## config.mk

```make
export PLATFORM = sky130hd
export DESIGN_NAME = i2c_eeprom_byte_sequencer
export DESIGN_NICKNAME = d
export VERILOG_FILES = /design/src/hdl/i2cebs_pkg.sv /design/src/hdl/i2c_eeprom_byte_sequencer.sv /design/src/hdl/i2cebs_step.sv
export SDC_FILE = /design/constraint.sdc
export NUM_CORES = 1
export LEC_CHECK = 0
export ABC_AREA = 1
export BUFFER_PORTS_ARGS = -buffer_cell sky130_fd_sc_hd__buf_4
export CAP_MARGIN = 20
export CORE_MARGIN = 8
export CORE_UTILIZATION = 35
export CTS_BUF_LIST = sky130_fd_sc_hd__clkbuf_8
export CTS_CLUSTER_SIZE = 16
export DETAILED_ROUTE_END_ITERATION = 10
export PLACE_DENSITY = 0.6
export SYNTH_ARGS = -nofsm -noshare
export SYNTH_HDL_FRONTEND = slang
export SYNTH_HIERARCHICAL = 1
export SYNTH_SLANG_ARGS = --single-unit
```

## constraint.sdc

```tcl
create_clock -name clock -period 3 [get_ports clock]
set_input_delay 0.3 -clock clock [delete_from_list [all_inputs] [get_ports clock]]
set_output_delay 0.3 -clock clock [all_outputs]
set_load 0.03 [all_outputs]
```

## src/hdl/i2cebs_pkg.sv

```systemverilog
// ----------------------------------------------------------------------------
// i2cebs_pkg: shared types and codes for the I2C EEPROM byte sequencer
// Holds the command, bus action and phase codes, the field widths, and the
// structs that carry the sequencer context and one result beat.
// ----------------------------------------------------------------------------
package i2cebs_pkg;

   localparam int CMD_W    = 2;
   localparam int ADDR_W   = 16;
   localparam int BYTE_W   = 8;
   localparam int ACTION_W = 3;
   localparam int PHASE_W  = 4;

   // Commands carried on the request side.
   localparam logic [CMD_W-1:0] CMD_DONE  = 2'd0;
   localparam logic [CMD_W-1:0] CMD_READ  = 2'd1;
   localparam logic [CMD_W-1:0] CMD_WRITE = 2'd2;
   localparam logic [CMD_W-1:0] CMD_ARBL  = 2'd3;

   // Bus actions issued toward the I2C controller.
   localparam logic [ACTION_W-1:0] ACT_NONE   = 3'd0;
   localparam logic [ACTION_W-1:0] ACT_START  = 3'd1;
   localparam logic [ACTION_W-1:0] ACT_SEND   = 3'd2;
   localparam logic [ACTION_W-1:0] ACT_RSTART = 3'd3;
   localparam logic [ACTION_W-1:0] ACT_RXMODE = 3'd4;
   localparam logic [ACTION_W-1:0] ACT_NACK   = 3'd5;
   localparam logic [ACTION_W-1:0] ACT_STOP   = 3'd6;

   // Sequencer phases.
   localparam logic [PHASE_W-1:0] ST_IDLE   = 4'd0;
   localparam logic [PHASE_W-1:0] ST_START  = 4'd1;
   localparam logic [PHASE_W-1:0] ST_RSTART = 4'd2;
   localparam logic [PHASE_W-1:0] ST_ADDR_H = 4'd3;
   localparam logic [PHASE_W-1:0] ST_ADDR_L = 4'd4;
   localparam logic [PHASE_W-1:0] ST_WRITE  = 4'd5;
   localparam logic [PHASE_W-1:0] ST_DUMMY  = 4'd6;
   localparam logic [PHASE_W-1:0] ST_READ   = 4'd7;
   localparam logic [PHASE_W-1:0] ST_STOP   = 4'd8;

   localparam logic [BYTE_W-1:0] DEVICE_ADDRESS_RESET = 8'hA0;

   typedef struct packed {
      logic [PHASE_W-1:0] seq_state;
      logic               is_read;
      logic [ADDR_W-1:0]  word_address;
      logic [BYTE_W-1:0]  data_byte;
   } i2cebs_ctx_type;

   typedef struct packed {
      logic [CMD_W-1:0]  command;
      logic [ADDR_W-1:0] mem_address;
      logic [BYTE_W-1:0] write_data;
      logic [BYTE_W-1:0] rx_byte;
   } i2cebs_req_type;

   typedef struct packed {
      logic [ACTION_W-1:0] action;
      logic [BYTE_W-1:0]   tx_byte;
      logic [BYTE_W-1:0]   read_data;
      logic                done_res;
      logic [PHASE_W-1:0]  phase;
   } i2cebs_rsp_type;

endpackage

```

## src/hdl/i2c_eeprom_byte_sequencer.sv

```systemverilog
// ----------------------------------------------------------------------------
// i2c_eeprom_byte_sequencer: master-side I2C EEPROM single-byte access
// A request beat is held in the input stage; its result beat is registered.
// Throughput: one request beat per cycle while the result side takes beats.
// Every request beat gives exactly one result beat.
// Reset (synchronous, active high) empties both stages, returns the sequencer
// to idle, clears its context and loads the device address register with 0xA0.
// ----------------------------------------------------------------------------
module i2c_eeprom_byte_sequencer (
   input  logic        clock,
   input  logic        reset,
   // Configuration: device address byte with the direction bit clear.
   input  logic        csr_wr_en,
   input  logic [7:0]  csr_wr_data,
   // Request channel.
   input  logic        req_tvalid,
   output logic        req_tready,
   input  logic [31:0] req_tdata,   // [15:0] mem_address, [23:16] write_data,
                                    // [31:24] rx_byte
   input  logic [1:0]  req_tuser,   // [1:0] command
   // Result channel.
   output logic        rsp_tvalid,
   input  logic        rsp_tready,
   output logic [23:0] rsp_tdata,   // [7:0] tx_byte, [15:8] read_data,
                                    // [19:16] phase, [23:20] zero
   output logic [2:0]  rsp_tuser,   // [2:0] action
   output logic        rsp_tlast    // done_res: the beat that issues the stop
);
   import i2cebs_pkg::*;

   // The design is a two-stage pipe. The input stage holds one request beat;
   // the step logic reads it together with the sequencer context, and when
   // the result register is free (or being emptied this cycle) the context
   // advances and the result is captured. The context therefore moves exactly
   // once per request, in request order, whatever the stalls.

   logic [BYTE_W-1:0] device_address_ff;

   logic              in_valid_ff;
   i2cebs_req_type    in_req_ff;

   i2cebs_ctx_type    ctx_ff;
   i2cebs_ctx_type    ctx_in;

   logic              out_valid_ff;
   i2cebs_rsp_type    out_rsp_ff;
   i2cebs_rsp_type    step_rsp;

   logic              out_free;
   logic              advance;
   logic              req_take;

   // The result register can take a new beat when empty or draining.
   assign out_free   = !out_valid_ff || rsp_tready;
   assign advance    = in_valid_ff && out_free;
   // The input stage accepts when empty or when its beat moves on now.
   assign req_tready = !in_valid_ff || advance;
   assign req_take   = req_tvalid && req_tready;

   i2cebs_step u_step (
      .ctx            (ctx_ff),
      .req            (in_req_ff),
      .device_address (device_address_ff),
      .ctx_next       (ctx_in),
      .rsp            (step_rsp)
   );

   always_ff @(posedge clock) begin
      if (reset) begin
         device_address_ff <= DEVICE_ADDRESS_RESET;
      end else if (csr_wr_en) begin
         device_address_ff <= csr_wr_data;
      end
   end

   // Input stage.
   always_ff @(posedge clock) begin
      if (reset) begin
         in_valid_ff <= 1'b0;
      end else if (req_tready) begin
         in_valid_ff <= req_tvalid;
      end
   end

   always_ff @(posedge clock) begin
      if (req_take) begin
         in_req_ff.command     <= req_tuser;
         in_req_ff.mem_address <= req_tdata[15:0];
         in_req_ff.write_data  <= req_tdata[23:16];
         in_req_ff.rx_byte     <= req_tdata[31:24];
      end
   end

   // Sequencer context; read_data reports data_byte, so it resets too.
   always_ff @(posedge clock) begin
      if (reset) begin
         ctx_ff <= '{seq_state: ST_IDLE, is_read: 1'b0, word_address: '0,
                     data_byte: '0};
      end else if (advance) begin
         ctx_ff <= ctx_in;
      end
   end

   // Result stage.
   always_ff @(posedge clock) begin
      if (reset) begin
         out_valid_ff <= 1'b0;
      end else if (out_free) begin
         out_valid_ff <= in_valid_ff;
      end
   end

   always_ff @(posedge clock) begin
      if (advance) begin
         out_rsp_ff <= step_rsp;
      end
   end

   assign rsp_tvalid = out_valid_ff;
   assign rsp_tuser  = out_rsp_ff.action;
   assign rsp_tlast  = out_rsp_ff.done_res;
   assign rsp_tdata  = {4'd0, out_rsp_ff.phase, out_rsp_ff.read_data,
                        out_rsp_ff.tx_byte};

endmodule

```

## src/hdl/i2cebs_step.sv

```systemverilog
// ----------------------------------------------------------------------------
// i2cebs_step: one sequencer step
// Given the current context and one request, forms the next context and the
// bus action, transmit byte and status of the result beat.
// ----------------------------------------------------------------------------
module i2cebs_step (
   input  i2cebs_pkg::i2cebs_ctx_type     ctx,
   input  i2cebs_pkg::i2cebs_req_type     req,
   input  logic [i2cebs_pkg::BYTE_W-1:0]  device_address,
   output i2cebs_pkg::i2cebs_ctx_type     ctx_next,
   output i2cebs_pkg::i2cebs_rsp_type     rsp
);
   import i2cebs_pkg::*;

   logic [ACTION_W-1:0] action;
   logic [BYTE_W-1:0]   tx_byte;
   logic                done_res;

   always_comb begin
      ctx_next = ctx;
      action   = ACT_NONE;
      tx_byte  = '0;
      done_res = 1'b0;

      if (req.command == CMD_ARBL) begin
         ctx_next.seq_state = ST_IDLE;
      end else if (req.command == CMD_READ || req.command == CMD_WRITE) begin
         // A start is honored only from idle.
         if (ctx.seq_state == ST_IDLE) begin
            ctx_next.is_read      = (req.command == CMD_READ);
            ctx_next.word_address = req.mem_address;
            if (req.command == CMD_WRITE) begin
               ctx_next.data_byte = req.write_data;
            end
            action             = ACT_START;
            tx_byte            = device_address;
            ctx_next.seq_state = ST_ADDR_H;
         end
      end else begin
         case (ctx.seq_state)
            ST_IDLE: begin
            end
            ST_START: begin
               action             = ACT_START;
               tx_byte            = device_address;
               ctx_next.seq_state = ST_ADDR_H;
            end
            ST_ADDR_H: begin
               action             = ACT_SEND;
               tx_byte            = ctx.word_address[ADDR_W-1:BYTE_W];
               ctx_next.seq_state = ST_ADDR_L;
            end
            ST_ADDR_L: begin
               action             = ACT_SEND;
               tx_byte            = ctx.word_address[BYTE_W-1:0];
               ctx_next.seq_state = ctx.is_read ? ST_RSTART : ST_WRITE;
            end
            ST_WRITE: begin
               action             = ACT_SEND;
               tx_byte            = ctx.data_byte;
               ctx_next.seq_state = ST_STOP;
            end
            ST_RSTART: begin
               action             = ACT_RSTART;
               tx_byte            = device_address | 8'h01;
               ctx_next.seq_state = ST_DUMMY;
            end
            ST_DUMMY: begin
               action             = ACT_RXMODE;
               ctx_next.data_byte = req.rx_byte;
               ctx_next.seq_state = ST_READ;
            end
            ST_READ: begin
               action             = ACT_NACK;
               ctx_next.data_byte = req.rx_byte;
               ctx_next.seq_state = ST_STOP;
            end
            ST_STOP: begin
               action             = ACT_STOP;
               done_res           = 1'b1;
               ctx_next.seq_state = ST_IDLE;
            end
            default: begin
               ctx_next.seq_state = ST_IDLE;
            end
         endcase
      end

      rsp.action    = action;
      rsp.tx_byte   = tx_byte;
      rsp.read_data = ctx_next.data_byte;
      rsp.done_res  = done_res;
      rsp.phase     = ctx_next.seq_state;
   end

endmodule

```

==> results of run 1 <==
final timing paths:
| kind | endpoint | startpoint | cells after the start |
|---|---|---|---|
| setup / recovery | ctx_ff[6] | in_req_ff[33] | 11 |
| hold / removal | in_req_ff[21] | req_tdata[5] | 1 |
| setup reg to reg | ctx_ff[6] | in_req_ff[33] | 11 |
| hold reg to reg | device_address_ff[7] | device_address_ff[7] | 2 |
metrics by stage:
stage                     utilization (%)  setup WS [ns]  hold slack, ns  instances  total power [mW]
after global placement               39.4          0.833           0.450        764              2.06
final                                40.9          0.683          0.0930        780              2.89
after CTS                            40.9          0.730          0.0627        780              2.93
after detailed placement             39.4          0.753           0.452        764              2.07
after floorplan                         -          0.735           0.369        553              1.95
after global routing                 40.9          0.511          0.0670        780              3.05
worst max-delay path, stage by stage, from the launching register on:
cell and delay [ns]:
edfxtp_1 0.43, ha_1 0.62, inv_2 0.12, nand2_2 0.17
inv_2 0.13, a21oi_4 0.28, nand2_1 0.09, nand3_1 0.10
inv_1 0.05, nand3_1 0.07, nand2_1 0.08, nor2_1 0.10
logic make-up after synthesis:
logic type	count (synthesis)	synth area share, %
AND/OR/NAND/NOR	295	27.4
buffers and inverters	102	10.9
flip-flops	97	54.6
AO/OA/AOI/OAI	52	6.23
adder cells (fa/ha/maj)	3	0.813
other	1	0.0812
synth_stat cells:
cell	n	area [um2]
nor3b_1	1	7.51
nand2_2	4	25.0
a21oi_1	35	175
ha_1	3	37.5
clkinv_1	1	3.75
buf_4	20	150
o32ai_1	1	8.76
o221ai_1	1	8.76
nand2_4	1	11.3
a21oi_4	1	16.3
nand4_1	8	50.1
o22ai_1	2	12.5
inv_2	6	22.5
a31oi_1	1	6.26
buf_6	3	33.8
o21ai_1	3	15.0
nor2_1	69	259
dfxtp_1	39	781
nor2_8	1	20.0
conb_1	1	3.75
edfxtp_1	58	1740
o21ai_0	6	30.0
clkbuf_1	1	3.75
nor2_4	1	11.3
nor2_2	6	37.5
nand2_1	142	533
nand3_1	61	305
inv_1	54	203
buf_2	17	85.1
a211oi_1	2	15.0
nor3_1	1	5.00
state kept, by name, summed over array words and instances (netlist names):
name	flops
ctx_ff	29
device_address_ff	8
in_req_ff	34
in_valid_ff	1
rsp_tdata	20
rsp_tlast	1
rsp_tuser	3
rsp_tvalid	1
per-layer routing:
metal / share of wire, % / track usage, % / vias up / wire length, um
met5: 0 / 0 / - / 0
met4: 2.4 / 7.02 / 0 / 257
met3: 5.9 / 2.64 / 15 / 614
met2: 47 / 20.6 / 106 / 4940
met1: 45 / 16.0 / 1668 / 4690
li1: - / - / 1850 / -
power by group:
group	internal, mW	switching (mW)
Clock	0.422	0.427
Sequential	1.51	0.0523
Combinational	0.171	0.308
area by class of cell:
cell class / instances / share of cell area [%]
Clock buffer: 11 / 2.83
Tap cell: 176 / 4.12
Inverter: 61 / 4.28
Timing Repair Buffer: 76 / 10.7
Sequential cell: 97 / 47.2
Multi-Input combinational cell: 354 / 30.1
Clock inverter: 5 / 0.888
==> key figures, run 1 <==
Detailed routing
  – Via count: 3639
  – Routed WL: 10500 um
  – # DRC: 0
  – DR iter-0 viols: 261
  – ANT nets after route: 0
  – DR pass1 iterations: 5
  – WL per Instance: 13.5 um
  – Mean number of vias per cell: 4.67

Place
  – DP Area: 0.00515 mm2
  – Hpwl dp: 7510 um
  – Routability Congestion: 0.918
  – Port Buffer Count: 72

Logic synthesis
  – Distinct cell type count after synthesis: 31
  – Average cell area after synthesis: 8.40 um2
  – Mapped Area: 0.00462 mm2
  – Post-Syn Instances: 550
  – Synthesized flop and latch total: 97
  – Sequential area share after synthesis: 54.6%
  – Yosys warning count: 6

Clock network
  – Root Driver: clkbuf_8
  – TritonCTS buffer count: 9
  – CTS tree: yes
  – Post_cts resized: 0
  – H-tree Lvls: 3
  – Worst-path clk slew: 0.09 ns
  – Setup Fix Bufs, Post-CTS: 0
  – CTS Sinks: 97
  – Clk_lat worst skew: 0.37 ns
  – Cts hold-fix bufs: 0
  – CTS Buffer Depth: 2

Global routing
  – Total GRT Usage: 12.9%
  – Initial antenna violation count: 0
  – Largest net degree at the start of global routing: 60
  – GRT overflow: 0
  – Number of global-route vias before repair: 3534
  – First-pass GRT wire length: 17100 um

Finish
  – Fin area: 0.00535 mm2
  – Layout area overhead: 15.9%
  – Most frequent cells in the layout: nand2_1, buf_4, nor2_1, nand3_1, edfxtp_1
  – Ant diodes: 0
  – Share of layout cells above drive strength 1: 18.5%
  – Fillers: 1299
  – Commonest non-fill, non-tap cell in the layout: nand2_1
  – Storage element area: 0.00252 mm2
  – Nets: 649
  – Multi-input logic area: 0.00161 mm2

Power and ir drop
  – Pwr/cell area: 540 mW/mm2
  – Maximum vdd ir drop: 0.164 mV
  – Leakage: 2.36 nW

Timing
  – Minimum clock period: 2.32 ns
  – Max-slew violation count: 0
  – Final Skew: 0.0135 ns
  – Setup TNS Final: 0 ns
  – Tcrit/Tclk final: 77.2%
  – Slew @ Worst Pin: 1.03 ns
  – Relative slew slack: 31.4%
  – RSZ-0062 raised after global routing: no
  – Final Hold Viols: 0
  – Count of final setup violators: 0
  – Max frequency: 432 MHz

Worst setup path
  – Critical path class: reg -> reg
  – Register-to-register setup slack: 0.68 ns
  – Worst EP arrival: 2.63 ns
  – CP required: 3.32 ns
  – Critical Path Start Type: flip-flop
  – Crit end category: flip-flop
  – Crit Path Max Fanout: 16

Status
  – Status: completed

Die
  – Num rows: 42
  – Initial Util: 35.3%
  – Core ar.: 0.0131 mm2
  – Die Height: 131 um
  – Io pins: 77
  – Die width: 131 um
  – DIE AREA: 0.0171 mm2

Flow run
  – Max-cap viol count: 0

Hold path
  – Min-Delay Path Class: in -> reg
No activity file was read; power rests on OpenSTA's default activity.
==> run 2, diff against run 1 <==
- clock period: 3 -> 2.35 ns (I/O delays scaled with it)
==> run 2 against run 1 <==
Global-route usage shrank 0.078 points. Clock power increased by 38%. Maximum frequency up 14%. Core utilization rose by 0.54 points. Design area increased by 1.3%. Register-to-register slack worse by 0.36 ns. Die area is the same.
==> key figures, run 2 (synthesis gave the netlist of run 1 again) <==
Status
  – Status: completed

Hold path
  – Hold path depth: 2
  – Hold_sp: reset
  – Min-Delay Path Class: in -> reg
  – WHS Endpoint: in_valid_ff

Global routing
  – Total GRT Usage: 12.8%
  – Largest net degree at the start of global routing: 59
  – GRT overflow: 0
  – Initial antenna violation count: 0
  – Number of global-route vias before repair: 3575
  – First-pass GRT wire length: 17100 um

Die
  – DIE AREA: 0.0171 mm2
  – Initial Util: 35.3%
  – Die Height: 131 um
  – Io pins: 77
  – Num rows: 42
  – Die width: 131 um
  – Core ar.: 0.0131 mm2

Detailed routing
  – Via count: 3655
  – Mean number of vias per cell: 4.67
  – ANT nets after route: 0
  – WL per Instance: 13.7 um
  – # DRC: 0
  – Routed WL: 10700 um
  – DR pass1 iterations: 5
  – DR iter-0 viols: 287

Finish
  – Fin area: 0.00542 mm2
  – Max reg flops: 34
  – Layout area overhead: 17.4%
  – Ant diodes: 0
  – Share of layout cells above drive strength 1: 18.8%
  – Fillers: 1311
  – Nets: 652
  – Commonest non-fill, non-tap cell in the layout: nand2_1
  – Final core utilization: 41.4%
  – Most frequent cells in the layout: nand2_1, buf_4, nor2_1, nand3_1, edfxtp_1
  – Most flop-heavy register: in_req_ff

Worst setup path
  – Worst EP arrival: 2.28 ns
  – Reg2reg start: in_req_ff[32]
  – R2R cell count: 12
  – Register-to-register setup slack: 0.32 ns
  – Critical Path Start Type: flip-flop
  – CP required: 2.61 ns
  – Worst R2R End: ctx_ff[11]
  – Crit end category: flip-flop
  – Crit Path Max Fanout: 19
  – Critical path class: reg -> reg

Timing
  – Worst Hold Margin: 0.0433 ns
  – Setup TNS Final: 0 ns
  – RSZ-0062 raised after global routing: no
  – Max-slew violation count: 0
  – Minimum clock period: 2.03 ns
  – Relative slew slack: 54.7%
  – Count of final setup violators: 0
  – Slew @ Worst Pin: 0.679 ns
  – Final Skew: 0.00789 ns
  – Max frequency: 493 MHz
  – Tcrit/Tclk final: 86.2%
  – Final Hold Viols: 0

Place
  – DP Area: 0.00518 mm2
  – Hpwl dp: 7550 um
  – Routability Congestion: 0.905
  – Port Buffer Count: 72

Clock network
  – CTS Sinks: 97
  – H-tree Lvls: 3
  – Worst-path clk slew: 0.09 ns
  – CTS tree: yes
  – TritonCTS buffer count: 9
  – Clk_lat worst skew: 0.36 ns
  – Post_cts resized: 0
  – Root Driver: clkbuf_8
  – Setup Fix Bufs, Post-CTS: 0
  – CTS Buffer Depth: 2
  – Cts hold-fix bufs: 0

Power and ir drop
  – Leakage: 2.39 nW
  – Total power draw: 3.79 mW
  – Pwr/cell area: 699 mW/mm2
  – Maximum vdd ir drop: 0.364 mV

Flow run
  – Max-cap viol count: 0
[run 2: power by group]
part           total, mW  internal [mW]  switching (mW)
combinational      0.626          0.228           0.399
sequential          1.99           1.92          0.0698
clock               1.17          0.616           0.550
[run 2: area by class of cell]
type	count	area, um2	area share [%]
Clock buffer	10	138	2.54
Clock inverter	6	76.3	1.41
Inverter	61	229	4.22
Multi-Input combinational cell	354	1610	29.7
Sequential cell	97	2520	46.5
Tap cell	176	220	4.06
Timing Repair Buffer	79	626	11.5
[run 2: metal layers]
| metal | track usage [%] | share of wire [%] |
|---|---|---|
| met3 | 2.80 | 5.5 |
| met2 | 21.0 | 47 |
| met1 | 15.8 | 46 |
| met4 | 5.74 | 2.2 |
| met5 | 0 | 0 |
[run 2: worst max-delay path by stage]
stage	startpoint	endpoint	slack, ns
after global routing	in_req_ff[32]	ctx_ff[11]	0.08
final	in_req_ff[32]	ctx_ff[11]	0.32
after global placement	in_req_ff[32]	ctx_ff[12]	0.38
after floorplan	in_valid_ff	rsp_tdata[0]	0.08
after CTS	in_req_ff[32]	ctx_ff[22]	0.29
after detailed placement	in_req_ff[32]	ctx_ff[18]	0.31
[run 2: per-stage QoR]
stage                     std cells  worst slack [ns]
after floorplan                 553            0.0846
after global placement          766             0.383
after detailed placement        766             0.314
after CTS                       782             0.290
after global routing            783            0.0833
final                           783             0.323
[run 2: worst max-delay path, stage by stage, from the launching register on]
cell and delay [ns]:
edfxtp_1 0.40, inv_1 0.06, ha_1 0.33, inv_2 0.10
nand2_2 0.11, nor2_8 0.30, inv_2 0.22, nand2_1 0.11
nand2_1 0.05, inv_1 0.04, nand3_1 0.07, nand2_1 0.09
nor2_1 0.05
